--- src/hw/rtl/qs_pkg.sv ---
`default_nettype none
package qs_pkg;

    localparam int CORDIC_STAGES = 16;
    localparam int CORDIC_MAX    = 24;
    localparam int SQRT_BITS     = 31;
    localparam int DIV_BITS      = 21;

    // configuration register indexes
    localparam logic CFG_T_EPSILON        = 1'b0;
    localparam logic CFG_LINEAR_THRESHOLD = 1'b1;

    localparam logic [16:0] T_EPSILON_RST        = 17'd0;
    localparam logic [14:0] LINEAR_THRESHOLD_RST = 15'd16382;

    // atan(2^-i) in Q30 radians, truncated
    localparam logic [29:0] ATAN_Q30 [CORDIC_MAX] = '{
        30'd843314856, 30'd497837829, 30'd263043836, 30'd133525158, 30'd67021686,
        30'd33543515,  30'd16775850,  30'd8388437,   30'd4194282,   30'd2097149,
        30'd1048575,   30'd524287,    30'd262143,    30'd131071,    30'd65535,
        30'd32767,     30'd16383,     30'd8191,      30'd4095,      30'd2047,
        30'd1023,      30'd511,       30'd255,       30'd127
    };

    typedef struct packed {
        logic signed [15:0] first_w;
        logic signed [15:0] first_x;
        logic signed [15:0] first_y;
        logic signed [15:0] first_z;
        logic signed [15:0] second_w;
        logic signed [15:0] second_x;
        logic signed [15:0] second_y;
        logic signed [15:0] second_z;
        logic        [16:0] blend;
    } t_in;

    typedef struct packed {
        logic signed [15:0] result_w;
        logic signed [15:0] result_x;
        logic signed [15:0] result_y;
        logic signed [15:0] result_z;
    } t_out;

    // integer square root step: remainder and partial root
    typedef struct packed {
        logic [60:0] rem;
        logic [30:0] root;
    } t_sqrt;

    typedef struct packed {
        logic signed [33:0] x;
        logic signed [33:0] y;
        logic signed [32:0] z;
    } t_cordic;

    // restoring divider step; cap/ok ride along with the quotient
    typedef struct packed {
        logic [54:0] rem;
        logic [20:0] q;
        logic [32:0] d;
        logic        cap;
        logic        ok;
    } t_div;

    // per-transaction sideband carried along the pipeline
    typedef struct packed {
        logic [3:0][15:0] a;
        logic [3:0][15:0] b;
        logic [16:0]      t;
        logic [28:0]      dot;
        logic             at_eps;
        logic             big;
        logic             neg;
        logic             slerp;
        logic             degen;
    } t_sb;

endpackage
`default_nettype wire

--- src/hw/rtl/qs_sqrt_cell.sv ---
`default_nettype none
module qs_sqrt_cell #(
    parameter int K = 0
) (
    input  wire logic      i_clk,
    input  wire logic      i_en,
    input  qs_pkg::t_sqrt  i_d,
    output qs_pkg::t_sqrt  o_d
);
    logic [62:0]   trial;
    logic          ge;
    qs_pkg::t_sqrt n_d;
    qs_pkg::t_sqrt r_d;

    // (2r + 2^K) * 2^K against the remainder
    always_comb begin
        trial = ({32'd0, i_d.root} << (K + 1)) + (63'd1 << (2 * K));
        ge    = {2'b00, i_d.rem} >= trial;
        n_d   = i_d;
        if (ge) begin
            n_d.rem     = 61'({2'b00, i_d.rem} - trial);
            n_d.root[K] = 1'b1;
        end
    end

    always_ff @(posedge i_clk) begin
        if (i_en) begin
            r_d <= n_d;
        end
    end

    assign o_d = r_d;
endmodule
`default_nettype wire

--- config.mk ---
export PLATFORM = sky130hd
export DESIGN_NAME = qs_sqrt_cell
export DESIGN_NICKNAME = d
export VERILOG_FILES = /design/src/hw/rtl/qs_pkg.sv /design/src/hw/rtl/qs_sqrt_cell.sv
export SDC_FILE = /design/constraint.sdc
export NUM_CORES = 1
export LEC_CHECK = 0
export BUFFER_PORTS_ARGS = -buffer_cell sky130_fd_sc_hd__buf_2
export CAP_MARGIN = 25
export CORE_ASPECT_RATIO = 1.75
export CORE_MARGIN = 5
export CORE_UTILIZATION = 47
export CTS_BUF_LIST = sky130_fd_sc_hd__clkbuf_16
export DETAILED_ROUTE_END_ITERATION = 6
export PLACE_DENSITY = 0.75
export SLEW_MARGIN = 30
export SYNTH_ARGS = -nofsm -noshare
export SYNTH_HDL_FRONTEND = slang
export SYNTH_SLANG_ARGS = --single-unit
--- constraint.sdc ---
create_clock -name i_clk -period 3.5 [get_ports i_clk]
set_clock_uncertainty 0.1 [all_clocks]
set_input_delay 0.525 -clock i_clk [delete_from_list [all_inputs] [get_ports i_clk]]
set_output_delay 0.525 -clock i_clk [all_outputs]
set_load 0.01 [all_outputs]
After elaboration in Yosys (flattened, before gate mapping)
Cells that the tools add are included.
{"block": "totals", "out_inout_bits": 92, "wordCells": 7, "inputBits": 94, "register_bits": 92}
{"block": "classes", "mux": 1, "add_sub_neg": 2, "order_cmp": 1}
{"operator": "$ge 61x33->1", "count": 1}
{"operator": "$mux 61", "count": 1}
{"operator": "$sub 61x33->61", "count": 1}
{"operator": "$add 32x1->33 const B", "count": 1}

Logic depth before layout (Yosys ltp)
{"block": "depth", "depth_word": 3, "depth_mapped": 12, "mapped_depth_nobuf": 11}

Least setup slack after synthesis
OpenSTA, ideal clock, no wires.
{"block": "synth_path", "path_type": "input port to flip-flop", "from": "in i_d[29] in the netlist's numbering", "to": "reg r_d, in the netlist o_d[58] (data pin)", "path_buffers": 2, "required_time_ns": 3.140, "arrival_ns": 2.964, "cell_stages": 10, "slack_ns": 0.176, "setup_time_ns": 0.260, "path_cell_list": "inv_1 > ha_1 > clkbuf_1 > a21o_1 > a2111oi_2 > nand4_1 > or4_4 > a211oi_4 > buf_4 > mux2_2"}
{"element": "start, declared", "line": "qs_sqrt_cell.sv:7", "rtl": "input qs_pkg::t_sqrt i_d,"}
{"element": "end signal, assigned", "line": "qs_sqrt_cell.sv:28", "rtl": "r_d <= n_d;"}
{"element": "end, declared", "line": "qs_sqrt_cell.sv:13", "rtl": "qs_pkg::t_sqrt r_d;"}

==> qor.csv <==
stage;metric;value;unit
status;outcome;complete, no violations;
finish;n_diodes;0;
finish;finished layout cell area;8110;um^2
placed_design;instance area at placement;7810;um^2
finish;fill count;1082;
power;Clock Power Share;29.7;%
global_route;grt ovf;0;
finish;Area Growth Syn to Fin;36.6;%
timing;Max Clock Freq;0.299;GHz
power;cell-internal power;2270;uW
synth;Seq cells post-synth;92;
finish;fin nets;1007;
synth;Distinct cells, synth;54;
placed_design;Routability Congestion;0.930;
floorplanning;core area;12400;um^2
synth;Synth Flop Type;edfxtp_1;
timing;Final setup viols;0;
clocking;TritonCTS clock tree;yes;
synth;synth top area cells;edfxtp_1 47%, ha_1 6.7%, xor2_1 4.6%;
power;Power, Total;3260;uW
critical_path;worst setup path class;primary input to register;
clocking;CTS Buf Count;9;
synth;area share of the largest cell type after synthesis;46.6;%
clocking;clk buf depth;2;
critical_path;Arrival @ worst endpoint;3320;ps
synth;post-synthesis sequential area ratio;46.6;%
finish;max FFs per register;92;
synth;number of flops mapped to enable cells by yosys;92;
timing;RSZ-0062 raised after global routing;no;
synth;YS warnings;0;
clocking;root buf cell;clkbuf_16;
timing;period utilization;95.7;%
worst_hold_path;Hold Path Stages;1;
floorplanning;Starting Density;47.7;%
routing;routed wire length per instance;18.2;um
power;sw frac;30.5;%
global_route;initial antenna violation count;0;
routing;residual DRC count;0;
synth;share of synthesized registers carrying an async set or reset;0;%
placed_design;PortBufs;185;
floorplanning;Die ar.;15100;um^2
routing;drt via density;5.41;
floorplanning;DIE WIDTH;94.9;um
timing;minimum clock period;3350;ps
global_route;largest net degree at the start of global routing;93;
routing;Antenna Nets Post-Route;0;
finish;area of the multi-input gates;2920;um^2
power;Comb pwr share;27.5;%
power;leakage power;0.00355;uW
worst_hold_path;Hold Crit Class;primary input to register;
power;Sequential Power Share;42.8;%
synth;syn avg cell area;9.96;um^2
critical_path;critical-path maximum fanout;26;
clocking;clk sinks;92;
routing;total wire length;19200;um
critical_path;CP Capture Type;register;
critical_path;Worst Path Required;3470;ps
floorplanning;I/O pin count;186;
placed_design;detailed placement HPWL;15800;um
global_route;GRT Total Usage;25.3;%
global_route;vias in the first global route;5837;
finish;FF+latch area;2760;um^2
floorplanning;row count;54;
worst_hold_path;hold_sp;i_d[29];
critical_path;CP Launch Type;primary input;
synth;post-synthesis cell count;596;
power;VDD IR max;241;uV
timing;Final Hold Fails;0;
synth;syn nets;723;
timing;max-slew violation count;0;
floorplanning;Die Ht;159;um
global_route;global-route wire length before repair;28500;um
clocking;Clock transition at path regs;80;ps
finish;share of layout cells above drive strength 1;37.1;%
routing;Vias;5701;
timing;Slew HR;40.9;%
routing;First-pass DRT Iterations;5;
clocking;Post-CTS Hold Buffers;0;
routing;initial drt markers;289;
clocking;H-tree depth;3;
job;max cap viols;0;
synth;Post-Syn Area;5930;um^2
timing;Worst-Margin Slew;887;ps
power;switching power;992;uW
synth;largest area contributor in the netlist;edfxtp_1;
worst_hold_path;end of the worst hold path;o_d[29];
power;PwrDens;402;nW/um^2
## synth_stat cells (all sizes together), types with 11 or more instances
| master | number |
|---|---|
| a211oi | 13 |
| a21o | 13 |
| a21oi | 34 |
| clkbuf | 16 |
| edfxtp | 92 |
| ha | 32 |
| inv | 36 |
| nand2 | 67 |
| nand3 | 15 |
| nand4 | 14 |
| nor2 | 25 |
| nor3 | 18 |
| nor4 | 11 |
| o21ai | 54 |
| or4 | 11 |
| xnor2 | 28 |
| xor2 | 31 |
## area by class of cell
| type | count | area share (%) |
|---|---|---|
| clock buffers | 9 | 2.78 |
| repair buffers | 298 | 22.0 |
| well taps | 168 | 2.59 |
| inverters | 36 | 1.67 |
| flip-flops and latches | 92 | 34.1 |
| clock inverters | 7 | 0.803 |
| multi-input cells | 443 | 36.1 |
## worst max path at each step
stage / start / end / slack, ps / cells after the start
detailed placement: i_d[5] / o_d[77] / -420 / 12
global route: i_d[29] / o_d[42] / 1 / 11
global placement: i_d[5] / o_d[77] / -420 / 12
floorplan: i_d[29] / o_d[58] / 180 / 10
finish: i_d[29] / o_d[55] / 150 / 11
CTS: i_d[29] / o_d[42] / 90 / 11
## per-layer routing
metal	global-route usage, %	vias to the layer above	wire length [um]
li1	-	2769	-
met1	22.4	2654	6240
met2	50.2	210	10900
met3	4.78	68	955
met4	15.8	0	1130
met5	0	-	0
## kinds of logic (layout without fill, tap and decap cells)
kind of cell | Yosys count | after routing | synth area share (%)
simple gates | 198 | 198 | 17.1
compound gates | 152 | 152 | 16.2
flops | 92 | 92 | 46.6
buf+inv | 61 | 350 | 4.24
xor+xnor | 59 | 59 | 8.71
fa+ha+maj | 33 | 33 | 7.09
mux | 1 | 1 | 0.190
## repair_timing
item | 4_1_cts | 5_1_grt
pin swaps | 0 | 0
setup endpoints to repair | 1 | 8
setup buffers | 0 | 0
gates resized for setup | 1 | 2
## worst max-delay path: stages
cell       delay [ps]
buf_2              80
inv_1              30
ha_1              340
a21o_1            240
a2111oi_2         530
nand4_1           200
or4_4             460
a211oi_4          280
buf_4             180
buf_4             260
o21ai_0           180
## power by group through the flow
stage	clock network, uW	logic [uW]	registers [uW]
floorplan	0	360	1490
global placement	0	882	1420
detailed placement	0	894	1420
CTS	980	899	1400
global route	1040	970	1400
finish	967	898	1390
## placed cells by master (no fill, tap or decap), types with 5 or more instances in the layout
master,Yosys,routed
a211oi_1,11,10
a21o_1,13,13
a21oi_1,34,34
buf_2,5,184
buf_4,4,112
clkbuf_16,0,9
edfxtp_1,92,92
ha_1,32,32
inv_1,36,36
nand2_1,67,67
nand2b_1,8,8
nand3_1,15,15
nand4_1,14,14
nor2_1,25,25
nor3_1,18,18
nor4_1,11,11
o211ai_1,5,5
o21a_1,8,8
o21ai_0,51,50
or3_1,6,6
or4_1,9,9
xnor2_1,28,28
xor2_1,31,31
## per-stage QoR
| stage | instances | utilization [%] | hold WS [ps] | setup TNS [ps] | setup slack, ps |
|---|---|---|---|---|---|
| global placement | 1037 | 62.8 | 617 | -6750 | -420 |
| global route | 1053 | 65.2 | 246 | 0 | 1.09 |
| finish | 1053 | 65.2 | 256 | 0 | 151 |
| CTS | 1053 | 65.2 | 247 | 0 | 85.6 |
| detailed placement | 1037 | 62.8 | 617 | -7860 | -418 |
| floorplan | 596 | - | 524 | 0 | 176 |
Power figures use the tool's default switching activity.
