<file path="config.mk">
export PLATFORM = sky130hd
export DESIGN_NAME = qs_cordic_cell
export DESIGN_NICKNAME = d
export VERILOG_FILES = /design/src/hw/rtl/qs_pkg.sv /design/src/hw/rtl/qs_cordic_cell.sv
export SDC_FILE = /design/constraint.sdc
export NUM_CORES = 1
export LEC_CHECK = 0
export ABC_AREA = 1
export BUFFER_PORTS_ARGS = -buffer_cell sky130_fd_sc_hd__buf_4
export CELL_PAD_IN_SITES_DETAIL_PLACEMENT = 1
export CELL_PAD_IN_SITES_GLOBAL_PLACEMENT = 2
export CORE_MARGIN = 2
export CORE_UTILIZATION = 34
export CTS_CLUSTER_DIAMETER = 60
export DETAILED_ROUTE_END_ITERATION = 6
export GPL_ROUTABILITY_DRIVEN = 1
export GPL_TIMING_DRIVEN = 0
export PLACE_DENSITY_LB_ADDON = 0.1
export SETUP_SLACK_MARGIN = 0.1
export SYNTH_ARGS = -nofsm -noshare
export SYNTH_HDL_FRONTEND = slang
export SYNTH_SLANG_ARGS = --single-unit
</file>
<file path="constraint.sdc">
create_clock -name i_clk -period 6.6 [get_ports i_clk]
set_clock_uncertainty 0.2 [all_clocks]
set_input_delay 1.32 -clock i_clk [delete_from_list [all_inputs] [get_ports i_clk]]
set_output_delay 1.32 -clock i_clk [all_outputs]
set_load 0.1 [all_outputs]
</file>
<file path="src/hw/rtl/qs_pkg.sv">
`default_nettype none
package qs_pkg;

    localparam int CORDIC_STAGES = 16;
    localparam int CORDIC_MAX    = 24;
    localparam int SQRT_BITS     = 31;
    localparam int DIV_BITS      = 21;

    // configuration register indexes
    localparam logic CFG_T_EPSILON        = 1'b0;
    localparam logic CFG_LINEAR_THRESHOLD = 1'b1;

    localparam logic [16:0] T_EPSILON_RST        = 17'd0;
    localparam logic [14:0] LINEAR_THRESHOLD_RST = 15'd16382;

    // atan(2^-i) in Q30 radians, truncated
    localparam logic [29:0] ATAN_Q30 [CORDIC_MAX] = '{
        30'd843314856, 30'd497837829, 30'd263043836, 30'd133525158, 30'd67021686,
        30'd33543515,  30'd16775850,  30'd8388437,   30'd4194282,   30'd2097149,
        30'd1048575,   30'd524287,    30'd262143,    30'd131071,    30'd65535,
        30'd32767,     30'd16383,     30'd8191,      30'd4095,      30'd2047,
        30'd1023,      30'd511,       30'd255,       30'd127
    };

    typedef struct packed {
        logic signed [15:0] first_w;
        logic signed [15:0] first_x;
        logic signed [15:0] first_y;
        logic signed [15:0] first_z;
        logic signed [15:0] second_w;
        logic signed [15:0] second_x;
        logic signed [15:0] second_y;
        logic signed [15:0] second_z;
        logic        [16:0] blend;
    } t_in;

    typedef struct packed {
        logic signed [15:0] result_w;
        logic signed [15:0] result_x;
        logic signed [15:0] result_y;
        logic signed [15:0] result_z;
    } t_out;

    // integer square root step: remainder and partial root
    typedef struct packed {
        logic [60:0] rem;
        logic [30:0] root;
    } t_sqrt;

    typedef struct packed {
        logic signed [33:0] x;
        logic signed [33:0] y;
        logic signed [32:0] z;
    } t_cordic;

    // restoring divider step; cap/ok ride along with the quotient
    typedef struct packed {
        logic [54:0] rem;
        logic [20:0] q;
        logic [32:0] d;
        logic        cap;
        logic        ok;
    } t_div;

    // per-transaction sideband carried along the pipeline
    typedef struct packed {
        logic [3:0][15:0] a;
        logic [3:0][15:0] b;
        logic [16:0]      t;
        logic [28:0]      dot;
        logic             at_eps;
        logic             big;
        logic             neg;
        logic             slerp;
        logic             degen;
    } t_sb;

endpackage
`default_nettype wire

</file>
<file path="src/hw/rtl/qs_cordic_cell.sv">
`default_nettype none
module qs_cordic_cell #(
    parameter int I         = 0,
    parameter bit VECTORING = 1'b0
) (
    input  wire logic        i_clk,
    input  wire logic        i_en,
    input  qs_pkg::t_cordic  i_d,
    output qs_pkg::t_cordic  o_d
);
    localparam logic signed [32:0] ANG = 33'(qs_pkg::ATAN_Q30[I]);

    logic signed [33:0] dx;
    logic signed [33:0] dy;
    logic               dir;
    qs_pkg::t_cordic    n_d;
    qs_pkg::t_cordic    r_d;

    // vectoring drives y to zero, rotation drives z to zero
    always_comb begin
        dx  = i_d.y >>> I;
        dy  = i_d.x >>> I;
        dir = VECTORING ? !i_d.y[33] : i_d.z[32];
        if (dir) begin
            n_d.x = i_d.x + dx;
            n_d.y = i_d.y - dy;
            n_d.z = i_d.z + ANG;
        end else begin
            n_d.x = i_d.x - dx;
            n_d.y = i_d.y + dy;
            n_d.z = i_d.z - ANG;
        end
    end

    always_ff @(posedge i_clk) begin
        if (i_en) begin
            r_d <= n_d;
        end
    end

    assign o_d = r_d;
endmodule
`default_nettype wire

</file>
Word level (Yosys, flattened, before mapping)
Cells that the tools add are included.
{"block": "word_totals", "word_cells": 9, "regBits": 101, "out_inout_bits": 101, "input_bits": 103}
{"block": "classes", "muxes": 1, "n_addsub": 5}
{"cell": "two-way mux 101 bit", "n": 1}
{"cell": "subtractor 34 bit", "n": 2}
{"cell": "adder 34 bit", "n": 1}
{"cell": "adder 33 x 31 -> 33 bit (second input constant)", "n": 1}
{"cell": "subtractor 33 x 31 -> 33 bit (second input constant)", "n": 1}

Logic depth before layout (Yosys ltp)
{"block": "logic_depth", "depth_word": 2, "ltp_mapped": 18, "depth_no_buf": 17}

Least setup slack after synthesis
OpenSTA, ideal clock, no wires.
{"block": "synth_path", "kind": "input-to-reg", "start": "input i_d[32] (netlist bit)", "end": "register r_d (netlist bit o_d[23]), data pin", "path_stages": 14, "required_ps": 6138, "path_buffers": 3, "arrival_time_ps": 3113, "setup_ps": 262, "setup_slack_ps": 3025, "cell_sequence": "clkbuf_1 > inv_2 > buf_2 > ha_1 > buf_2 > a21oi_1 > nor2_1 > nor2_1 > nand2_1 > nand2_1 > nand2_1 > nand2_1 > o21ai_1 > xor2_1"}
{"element": "from (decl)", "line_no": "qs_cordic_cell.sv:8", "text": "input qs_pkg::t_cordic i_d,"}
{"element": "to (signal assigned)", "line_no": "qs_cordic_cell.sv:37", "text": "r_d <= n_d;"}
{"element": "to (decl)", "line_no": "qs_cordic_cell.sv:17", "text": "qs_pkg::t_cordic r_d;"}

==> summary.md <==
| Metric | Value |
|---|---|
| Hold Buf Count CTS | 0 |
| Yosys warning count | 0 |
| Worst Setup Path Type | in -> reg |
| Storage cell area | 0.00300 mm^2 |
| Final worst-path cycle share | 64.8% |
| Worst EP required | 6530 ps |
| Worst Path Buf+Inv | 4 |
| Largest register FFs | 100 |
| Via count | 12,900 |
| Nets | 2,234 |
| Initial antenna violation count | 0 |
| CP Max Fanout | 24 |
| # Max-Cap Violations | 0 |
| Number of setup violations in the final report | 0 |
| Cell family with most CP delay | buffers and inverters |
| Antenna-violating nets left | 0 |
| Clock Tree Buf Depth | 2 |
| Post-synthesis cell type count | 45 |
| Syn Inst Count | 1,785 |
| Vias in the first global route | 13,100 |
| Post-CTS sizing | 0 |
| Clock sink count | 100 |
| # rows | 68 |
| Largest net degree at the start of global routing | 101 |
| Max Fclk | 234 MHz |
| First-pass GRT wire length | 75,200 um |
| Post-CTS Setup Inserts | 0 |
| CP startpoint kind | input pin |
| Multi-input gate area | 0.00770 mm^2 |
| Synthesized net count | 2,019 |
| Maximum vdd ir drop | 0.142 mV |
| Minimum clock period | 4270 ps |
| Routed len/inst | 20.2 um |
| Crit path DAT | 4200 ps |
| CTS tree | done |
| Hold Vio Cnt, Final | 0 |
| Class of the tightest hold or removal check | in -> reg |
| Largest stage delay, worst path | 640 ps |
| Crit-path slowest cell | buf_2 |
| Sequential share of the synthesized area | 25.2% |
| Slew headroom | 22.6% |
| Crit. path cell count | 15 |
| Detail Placement HPWL | 41,800 um |
| Worst hold slack | 923 ps |
| RSZ-0062 raised after global routing | no |
| Crit-path cells | buf_4 > clkbuf_1 > inv_2 > buf_2 > ha_1 > nand3_1 > nand3_2 > a21oi_1 > o21ai_0 > nand2_1 > nand2_1 > nand2_1 > nand2_1 > nand2_1 > nand2_1 |
| Chip height | 191 um |
| Worst-margin pin slew | 1160 ps |
| Starting Density | 34.5% |
| Horizontal die dimension | 191 um |
| Most frequent cells in the layout | 485 x nand2_1, 233 x inv_1, 227 x buf_4, 161 x a21oi_1 |
| Worst Hold Depth | 1 |
| RD Place Congestion | 0.928 |
| Total die area | 0.0365 mm^2 |
| #FFs+latches synth | 100 |
| Total GRT Usage | 27.4% |
| I/O pin cnt | 204 |
| Status | complete, no violations |
| Power per cell area | 227 mW/mm^2 |
| Setup TNS | 0 ps |
| Tot Pwr | 0.00325 W |
| HP Start | i_d[1] |
| IO buf count | 203 |
| Leak | 7.13 nW |
| Crit path top cell by count | nand2_1 |
| Core Area | 0.0345 mm^2 |
| Pins over their slew limit | 0 |
| DRT Pass-1 Iters | 5 |
| Clock transition at path regs | 70 ps |
| WHS Endpoint | o_d[1] |
| Residual DRC count | 0 |
| Syn avg cell area | 6.66 um^2 |
| CP Capture Type | flop |
| Mapped cell area | 0.0119 mm^2 |
| Root Buffer | clkbuf_16 |
| GRT overflow | 0 |
| Iter 0 DRT Violations | 641 |
| Drt via density | 5.22 |
| CTS H-tree lvls | 3 |
| Layout cells sized above 1 | 15.3% |
| Commonest non-fill, non-tap cell in the layout | nand2_1 |
| Area Growth Syn to Fin | 20.4% |
| Post-Route WL | 49,700 um |
| Total CTS buffers | 9 |
| FILL cells | 4,520 |
## routing by layer
| layer | global-route usage (%) | wire, um | up-vias |
|---|---|---|---|
| li1 | - | - | 6315 |
| met5 | 0 | 0 | - |
| met1 | 35.8 | 22800 | 6183 |
| met4 | 7.84 | 1120 | 0 |
| met2 | 47.3 | 23500 | 311 |
| met3 | 3.19 | 2260 | 48 |
## cell families after synthesis
| family | count (synthesis) | share of synthesized area, % |
|---|---|---|
| muxes | 1 | 0.0842 |
| buffers and inverters | 285 | 10.0 |
| AOI/OAI and AO/OA | 335 | 15.7 |
| adders and majority gates | 131 | 14.0 |
| DFF | 100 | 25.2 |
| and+or+nand+nor | 886 | 31.5 |
| xor gates and xnor gates | 47 | 3.46 |
## synthesized netlist by cell type, drive strengths merged
cell type / number / area share, %
fa: 4 / 0.67
o21a: 3 / 0.19
xnor2: 4 / 0.29
nor4: 5 / 0.32
nor2: 170 / 5.6
mux2i: 1 / 0.084
inv: 239 / 7.6
or2: 7 / 0.37
clkbuf: 6 / 0.19
o31ai: 5 / 0.32
xor2: 43 / 3.2
a21boi: 3 / 0.19
a31oi: 5 / 0.26
nand4: 18 / 0.95
edfxtp: 100 / 25
ha: 127 / 13
nand3b: 1 / 0.063
a21oi: 164 / 7.1
nand3: 165 / 7.2
o21ai: 111 / 4.9
and2: 2 / 0.11
nand2: 493 / 16
o211ai: 4 / 0.29
o22ai: 4 / 0.21
o21bai: 17 / 1.1
a21o: 19 / 1.2
buf: 40 / 2.3
nor3: 25 / 1.2
## power breakdown
| part | switching, W | leakage (nW) | internal [W] | total, W |
|---|---|---|---|---|
| combinational | 0.00139 | 6.01 | 0.000437 | 0.00183 |
| sequential | 0.0000295 | 0.977 | 0.000822 | 0.000852 |
| clock | 0.000272 | 0.144 | 0.000296 | 0.000569 |
| total | 0.00169 | 7.13 | 0.00156 | 0.00325 |
## worst max path at each step
stage | from | endpoint | slack (ps)
2_1_floorplan | i_d[32] | o_d[23] | 3030
5_1_grt | i_d[32] | o_d[30] | 2030
4_1_cts | i_d[32] | o_d[30] | 2300
3_3_place_gp | i_d[32] | o_d[30] | 1980
6_report | i_d[32] | o_d[30] | 2330
3_5_place_dp | i_d[32] | o_d[30] | 1910
## area by class of cell
cell class              instances  share of cell area (%)
diodes                          1                  0.0175
plain buffers                  46                    2.04
clock buffers                   9                    1.57
clock inverters                 7                   0.507
inverters                     239                    6.28
multi-input cells            1400                    53.8
flip-flops and latches        100                    21.0
well taps                     455                    3.98
repair buffers                204                    10.9
## metrics by stage
step                      utilization, %  worst slack (ps)  area, um^2  instances
after floorplan                        -              3030       11900       1785
after global placement              40.6              1980       14000       2443
after detailed placement            40.6              1910       14000       2443
after CTS                           41.5              2300       14300       2459
after global routing                41.6              2030       14300       2460
final                               41.6              2330       14300       2461
Note: power is estimated with default switching activity, not from simulation.
