[config.mk]
export PLATFORM = sky130hd
export DESIGN_NAME = qs_div_cell
export DESIGN_NICKNAME = d
export VERILOG_FILES = /design/src/hw/rtl/qs_pkg.sv /design/src/hw/rtl/qs_div_cell.sv
export SDC_FILE = /design/constraint.sdc
export NUM_CORES = 1
export LEC_CHECK = 0
export BUFFER_PORTS_ARGS = -buffer_cell sky130_fd_sc_hd__buf_2
export CORE_UTILIZATION = 55
export DETAILED_ROUTE_END_ITERATION = 6
export PLACE_DENSITY = 0.89
export SYNTH_ARGS = -nofsm -noshare
export SYNTH_HDL_FRONTEND = slang
export SYNTH_SLANG_ARGS = --single-unit
export TNS_END_PERCENT = 1
[constraint.sdc]
create_clock -name i_clk -period 8.7 [get_ports i_clk]
set_clock_uncertainty 0.2 [all_clocks]
set_input_delay 2.175 -clock i_clk [delete_from_list [all_inputs] [get_ports i_clk]]
set_output_delay 2.175 -clock i_clk [all_outputs]
set_load 0.01 [all_outputs]
[src/hw/rtl/qs_pkg.sv]
`default_nettype none
package qs_pkg;

    localparam int CORDIC_STAGES = 16;
    localparam int CORDIC_MAX    = 24;
    localparam int SQRT_BITS     = 31;
    localparam int DIV_BITS      = 21;

    // configuration register indexes
    localparam logic CFG_T_EPSILON        = 1'b0;
    localparam logic CFG_LINEAR_THRESHOLD = 1'b1;

    localparam logic [16:0] T_EPSILON_RST        = 17'd0;
    localparam logic [14:0] LINEAR_THRESHOLD_RST = 15'd16382;

    // atan(2^-i) in Q30 radians, truncated
    localparam logic [29:0] ATAN_Q30 [CORDIC_MAX] = '{
        30'd843314856, 30'd497837829, 30'd263043836, 30'd133525158, 30'd67021686,
        30'd33543515,  30'd16775850,  30'd8388437,   30'd4194282,   30'd2097149,
        30'd1048575,   30'd524287,    30'd262143,    30'd131071,    30'd65535,
        30'd32767,     30'd16383,     30'd8191,      30'd4095,      30'd2047,
        30'd1023,      30'd511,       30'd255,       30'd127
    };

    typedef struct packed {
        logic signed [15:0] first_w;
        logic signed [15:0] first_x;
        logic signed [15:0] first_y;
        logic signed [15:0] first_z;
        logic signed [15:0] second_w;
        logic signed [15:0] second_x;
        logic signed [15:0] second_y;
        logic signed [15:0] second_z;
        logic        [16:0] blend;
    } t_in;

    typedef struct packed {
        logic signed [15:0] result_w;
        logic signed [15:0] result_x;
        logic signed [15:0] result_y;
        logic signed [15:0] result_z;
    } t_out;

    // integer square root step: remainder and partial root
    typedef struct packed {
        logic [60:0] rem;
        logic [30:0] root;
    } t_sqrt;

    typedef struct packed {
        logic signed [33:0] x;
        logic signed [33:0] y;
        logic signed [32:0] z;
    } t_cordic;

    // restoring divider step; cap/ok ride along with the quotient
    typedef struct packed {
        logic [54:0] rem;
        logic [20:0] q;
        logic [32:0] d;
        logic        cap;
        logic        ok;
    } t_div;

    // per-transaction sideband carried along the pipeline
    typedef struct packed {
        logic [3:0][15:0] a;
        logic [3:0][15:0] b;
        logic [16:0]      t;
        logic [28:0]      dot;
        logic             at_eps;
        logic             big;
        logic             neg;
        logic             slerp;
        logic             degen;
    } t_sb;

endpackage
`default_nettype wire

[src/hw/rtl/qs_div_cell.sv]
`default_nettype none
module qs_div_cell #(
    parameter int J = 0
) (
    input  wire logic     i_clk,
    input  wire logic     i_en,
    input  qs_pkg::t_div  i_d,
    output qs_pkg::t_div  o_d
);
    logic [54:0]  trial;
    qs_pkg::t_div n_d;
    qs_pkg::t_div r_d;

    always_comb begin
        trial = 55'(i_d.d) << J;
        n_d   = i_d;
        if (i_d.rem >= trial) begin
            n_d.rem  = i_d.rem - trial;
            n_d.q[J] = 1'b1;
        end
    end

    always_ff @(posedge i_clk) begin
        if (i_en) begin
            r_d <= n_d;
        end
    end

    assign o_d = r_d;
endmodule
`default_nettype wire
Word level (Yosys, flattened, before mapping):

Index checks and enable logic that the tools add are counted.

* register bits after elaboration: 111
* input port bits: 113
* output and inout bits: 111
* word-level logic and storage cells: 9

* add/sub/neg operators: 1
* order comparisons: 1
* mux-type cells: 1

Operators by type and width (number)
* $ge 55x33->1: 1
* $mux 55: 1
* $sub 55x33->55: 1

Logic depth before layout (Yosys ltp):

Gate-level depths: netlist of run 1.

* depth after elaboration: 2
* depth in mapped cells: 13
* mapped depth without buffers: 12

Worst setup path after synthesis of run 1:

No wires, ideal clock.

* kind: input to register
* from: input i_d[34] (netlist name)
* to: register r_d (netlist bit o_d[96]) (data pin)
* setup time: 0.274 ns
* data arrival time: 4.599 ns
* required time: 8.226 ns
* slack: 3.627 ns
* cell stages on the path: 12
* path through: inv_1 > ha_1 > buf_2 > nor4b_4 > or4b_1 > nand4b_1 > and4b_4 > a21bo_4 > buf_6 > nand3_4 > a2111oi_1 > o22ai_1

RTL lines
* from (decl): line qs_div_cell.sv:7 `input qs_pkg::t_div i_d,`
* to (signal assigned): line qs_div_cell.sv:25 `r_d <= n_d;`
* to (decl): line qs_div_cell.sv:12 `qs_pkg::t_div r_d;`

==> results.yml, run 1 <==
status:
  status: "completed"
cts:
  cts_resized: 0
  clock_sinks: 111
  cts_root_buf: "clkbuf_16"
  htree_num_levels: 3
  post-cts-setup-buffers: 0
  clkTransAtPathRegs_ps: 80
  cts_buffers: 9
  cts_tree: "built"
  cts_buffer_depth: 2
  cts_hold_buf: 0
floorplan:
  die_y_um: 109.7
  dieArea_um2: 12030
  core_area_um2: 11080
  io_pins: 224
  fp-row-count: 38
  initial_core_util_pct: 57.59
  die_x_um: 109.7
finish:
  nNetsFinal: 948
  final_common_cell: "buf_2"
  largest_reg_flops: 111
  num-fill-cells: 791
  final_cell_area_um2: 7889
  drive_gt1_share_pct: 31.76
  syn_to_final_growth_pct: 23.65
  final_cell_mix: "222 x buf_2, 111 x edfxtp_1, 68 x nand2_1"
route:
  final_antenna_net_count: 0
  vias: 5538
  drt-vias-per-instance: 5.848
  drt_iter0_markers: 503
  wl_per_cell_um: 18.02
  route.detailed.drc: 0
  first_pass_iters: 5
  drt-total-wl_mm: 17.07
synthesis:
  yosysWarnings: 0
  synth_cells: 589
  seq_area_frac_synth_pct: 52.25
  netlist_area_um2: 6380
  ys_seq_elements: 111
  syn_nets: 736
  yosys.cell_types.count: 62
  avgSynthCellArea_um2: 10.83
  async_reset_ff_share_pct: 0
  synth-main-ff-cell: "edfxtp_1"
  synth_edf_count: 111
pwr:
  power_density_nw_per_um2: 182.4
  p_leak_uw: 0.003321
  peakVddDrop_mv: 0.1211
job:
  maxCapViolCount: 0
setup_path:
  cp.arrival_ps: 5250
  max_stage_delay_ps: 670
  crit_type: "primary input to flop"
  cp-start-kind: "primary input"
  cp.required_ps: 8620
  path_cells: "buf_2 -> inv_1 -> ha_1 -> nand4_1 -> nor4_1 -> a21bo_2 -> a31oi_1 -> and4_1 -> nor2b_4 -> buf_4 -> mux2_1"
  cp-end-kind: "flop"
  critical_path.max_fanout: 59
  cpMaxStageDelayCell: "a31oi_1"
grt:
  grt_max_degree: 71
  grt_pass1_wl_mm: 25.73
  grt_usage_pct: 28.53
  antenna_found_initial: 1
  grt_pass1_vias: 5215
  overflow: 0
placement:
  placed_cell_area_um2: 7582
  io_buffers: 223
  dpl.hpwl_mm: 13.11
  gp_congestion: 0.8689
sta:
  hold_viol_final: 0
  post-route-period-util_pct: 61.35
  maxSlewViolCount: 0
  max_freq_mhz: 187.4
  min_period_ps: 5337
  slew_headroom_pct: 42.59
  worstMarginPinSlew_ps: 861.1
  tns_ps: 0
  rsz0062_at_grt: "false"
  finalSetupViolations: 0
worst_hold_path:
  hold_path.class: "primary input to flop"
[worst max-delay path, delay by kind of cell]
kind / cells / cell delay [ps]
buffers and inverters: 3 / 440
muxes: 1 / 370
adders and majority gates: 1 / 420
and+or+nand+nor: 4 / 890
AOI/OAI and AO/OA: 2 / 940
[through the flow]
stage	hold slack (ps)	worst slack [ps]	utilization, %	std cells	total power (µW)
finish	1787	3363	71.21	947	1439
floorplan	2074	3627	-	589	870.5
global route	1773	3118	71.21	947	1496
CTS	1779	3400	71.19	946	1439
detailed placement	2153	2993	68.44	930	1011
global placement	2152	3033	68.44	930	999.4
[final timing paths]
| path | from | endpoint | cells after the start |
|---|---|---|---|
| hold / removal | i_d[39] | o_d[39] | 1 |
| setup / recovery | i_d[13] | o_d[57] | 11 |
[cells in the mapped netlist, types with 4 or more instances]
master    number  area, µm²
o21bai_1       7      52.55
inv_1         41      153.9
xnor2_1       23      201.4
nand4_1       12      75.07
nor3_2         5      50.05
buf_2         13      65.06
nor4_1         9      56.30
nor2_1        30      112.6
o211ai_1       4      30.03
o21ai_1       30      150.1
ha_1          33      412.9
a21o_1         5      37.54
xor2_1        27      236.5
a21oi_1       42      210.2
a31oi_1        5      31.28
and3_1         4      25.02
o21a_1         7      52.55
edfxtp_1     111       3333
clkbuf_1      10      37.54
nand2b_1       9      56.30
nor3_1        10      50.05
a211o_1        4      35.03
nand3_1        8      40.04
o21ai_0       21      105.1
nand2_1       68      255.2
[power breakdown]
| group | switching, µW | internal [µW] | total [µW] | leakage [µW] |
|---|---|---|---|---|
| clock network | 206 | 229 | 435 | 0.000151 |
| registers | 14.8 | 658 | 673 | 0.00109 |
| logic | 200 | 131 | 331 | 0.00208 |
| total | 420 | 1020 | 1440 | 0.00332 |
[cells by family (layout without fill, tap and decap cells)]
family                     Yosys count  after routing  share of synthesized area [%]
AOI/OAI and AO/OA                  150            150                          14.89
xor gates and xnor gates            50             50                          6.864
and+or+nand+nor                    176            176                          14.49
other                                0              1                              0
DFF                                111            111                          52.25
muxes                                3              3                         0.5295
adders and majority gates           34             34                          6.786
buffers and inverters               65            282                          4.197
[layout make-up]
type	count	area, µm²	area share, %
Clock inverter	6	75.07	0.9516
Antenna cell	1	2.502	0.03172
Inverter	41	153.9	1.951
Sequential cell	111	3333	42.25
Tap cell	140	175.2	2.220
Clock buffer	10	229.0	2.902
Multi-Input combinational cell	413	2786	35.32
Timing Repair Buffer	225	1134	14.37
[routing by layer]
layer	GRT usage [%]	vias to the layer above	share of wire, %
met3	3.912	28	7.4
met2	50.40	302	50
li1	-	2599	-
met4	11.33	0	2.1
met1	35.23	2609	40
met5	0	-	0
No activity file was read; power rests on OpenSTA's default activity.
==> run 2, diff against run 1 <==
--- a/config.mk
+++ b/config.mk
@@ -6,9 +6,9 @@
 export NUM_CORES = 1
 export LEC_CHECK = 0
 export BUFFER_PORTS_ARGS = -buffer_cell sky130_fd_sc_hd__buf_2
-export CORE_UTILIZATION = 55
+export CORE_UTILIZATION = 51
 export DETAILED_ROUTE_END_ITERATION = 6
-export PLACE_DENSITY = 0.89
+export PLACE_DENSITY = 0.83
 export SYNTH_ARGS = -nofsm -noshare
 export SYNTH_HDL_FRONTEND = slang
 export SYNTH_SLANG_ARGS = --single-unit
==> constraint.sdc (replaced) <==
create_clock -name i_clk -period 5.6 [get_ports i_clk]
set_clock_uncertainty 0.2 [all_clocks]
set_input_delay 1.4 -clock i_clk [delete_from_list [all_inputs] [get_ports i_clk]]
set_output_delay 1.4 -clock i_clk [all_outputs]
set_load 0.01 [all_outputs]
==> run 2 against run 1 <==
Largest power group unchanged. Via count decreased by 4.3%. Global-route usage decreased by 4.0 points. Final cell count increased by 3.3%. Wire length decreased by 6.2%. Highest routed layer unchanged. Total power increased by 52%. Clock-buffer cell count decreased by 1. First-iteration DRC count decreased by 22%. Non-clock buffer count increased by 4. Sequential power increased by 55%. Combinational power increased by 53%.
==> results.yml, run 2 (same netlist as run 1, synthesis figures left out) <==
worst_hold_path:
  min_to: "o_d[52]"
  hp-start: "i_d[52]"
  min_delay_path_depth: 1
  hold_path.class: "primary input to flop"
cts:
  cts_root_buf: "clkbuf_16"
  cts_resized: 0
  cts_buffer_depth: 2
  cts_buffers: 9
  htree_num_levels: 3
  clock_sinks: 111
  clkTransAtPathRegs_ps: 80
  cts_hold_buf: 0
  cts_tree: "built"
  post-cts-setup-buffers: 0
finish:
  finalNonFillerCells: 978
  post-route-util_pct: 65.59
  n_antenna_cell: 0
  drive_gt1_share_pct: 32.22
  nNetsFinal: 952
  final_cell_mix: "222 x buf_2, 111 x edfxtp_1, 68 x nand2_1"
  syn_to_final_growth_pct: 24.51
  final_common_cell: "buf_2"
  largest_reg_flops: 111
sta:
  worstMarginPinSlew_ps: 765.3
  slew_headroom_pct: 47.66
  hold_viol_final: 0
  post-route-period-util_pct: 81.06
  fin_ws_ps: 1061
  max_freq_mhz: 220.3
  min_period_ps: 4539
  rsz0062_at_grt: "false"
  tns_ps: 0
  maxSlewViolCount: 0
  finalSetupViolations: 0
route:
  first_pass_iters: 4
  drt-total-wl_mm: 16.01
  final_antenna_net_count: 0
  drt-vias-per-instance: 5.418
  vias: 5299
  wl_met3_um: 885
  routed-wl-met2_mm: 7.831
  wl_per_cell_um: 16.37
  route.detailed.drc: 0
  drt_iter0_markers: 394
  highest_layer: "met4"
  met1_length_mm: 7.053
placement:
  dpl.hpwl_mm: 12.79
  io_buffers: 223
  placed_cells: 962
  pre_cts_ws_ps: 704.7
  gp_congestion: 0.9127
setup_path:
  critical_path.max_fanout: 4
  cp.required_ps: 5490
  crit_type: "primary input to flop"
  cp-end-kind: "flop"
  cp.arrival_ps: 4430
  cp-start-kind: "primary input"
floorplan:
  dieArea_um2: 12960
  initial_core_util_pct: 52.68
  die_y_um: 113.8
  fp-row-count: 40
  io_pins: 224
  die_x_um: 113.8
  core_area_um2: 12110
job:
  maxCapViolCount: 0
pwr:
  peakVddDrop_mv: 0.1693
  p_leak_uw: 0.003330
  power_density_nw_per_um2: 274.4
grt:
  antenna_found_initial: 0
  overflow: 0
  grt_pass1_vias: 5111
  grt_max_degree: 51
  grt_usage_pct: 24.52
  grt_pass1_wl_mm: 24.63
status:
  status: "completed"
run 2: worst max path at each step:
| stage | start | to | slack (ps) | cells past startpoint |
|---|---|---|---|---|
| floorplan | i_d[34] | o_d[96] | 1300 | 12 |
| global placement | i_d[56] | o_d[96] | 790 | 13 |
| detailed placement | i_d[56] | o_d[96] | 700 | 13 |
| CTS | i_d[56] | o_d[96] | 1090 | 13 |
| global route | i_d[56] | o_d[96] | 870 | 13 |
| finish | i_d[56] | o_d[96] | 1060 | 13 |
run 2: critical path, cell delays in order:
cell	delay (ps)
buf_2	100
inv_1	50
ha_1	140
inv_1	50
fa_1	410
a21o_1	210
a221o_1	370
o21ai_1	270
o21ai_1	190
a31oi_1	390
o21ai_0	230
a2111oi_1	460
o22ai_1	150
run 2: cell type report:
cell class,count,area (µm²)
fill,1006,4168
sequential,111,3333
multi-input combinational,413,2786
timing repair buffer,229,1164
clock buffer,9,225.2
tap,168,210.2
inverter,41,153.9
clock inverter,7,71.32
run 2: metal layers:
layer	vias to the layer above	track usage, %
met5	-	0
met3	21	4.145
li1	2603	-
met1	2475	31.45
met2	200	42.76
met4	0	7.100
run 2: report_power, final:
group          switching [µW]  total, µW  internal, µW
Combinational             301        508           206
Clock                     314        629           315
Sequential               21.3       1040          1020
run 2: per-stage QoR:
step                      hold WS [ps]  cell area [µm²]  total power, µW
after floorplan                   1299             6380             1352
after CTS                         1006             7944             2198
final                             1017             7944             2180
after global placement            1377             7647             1557
after detailed placement          1378             7647             1566
after global routing              1000             7944             2285
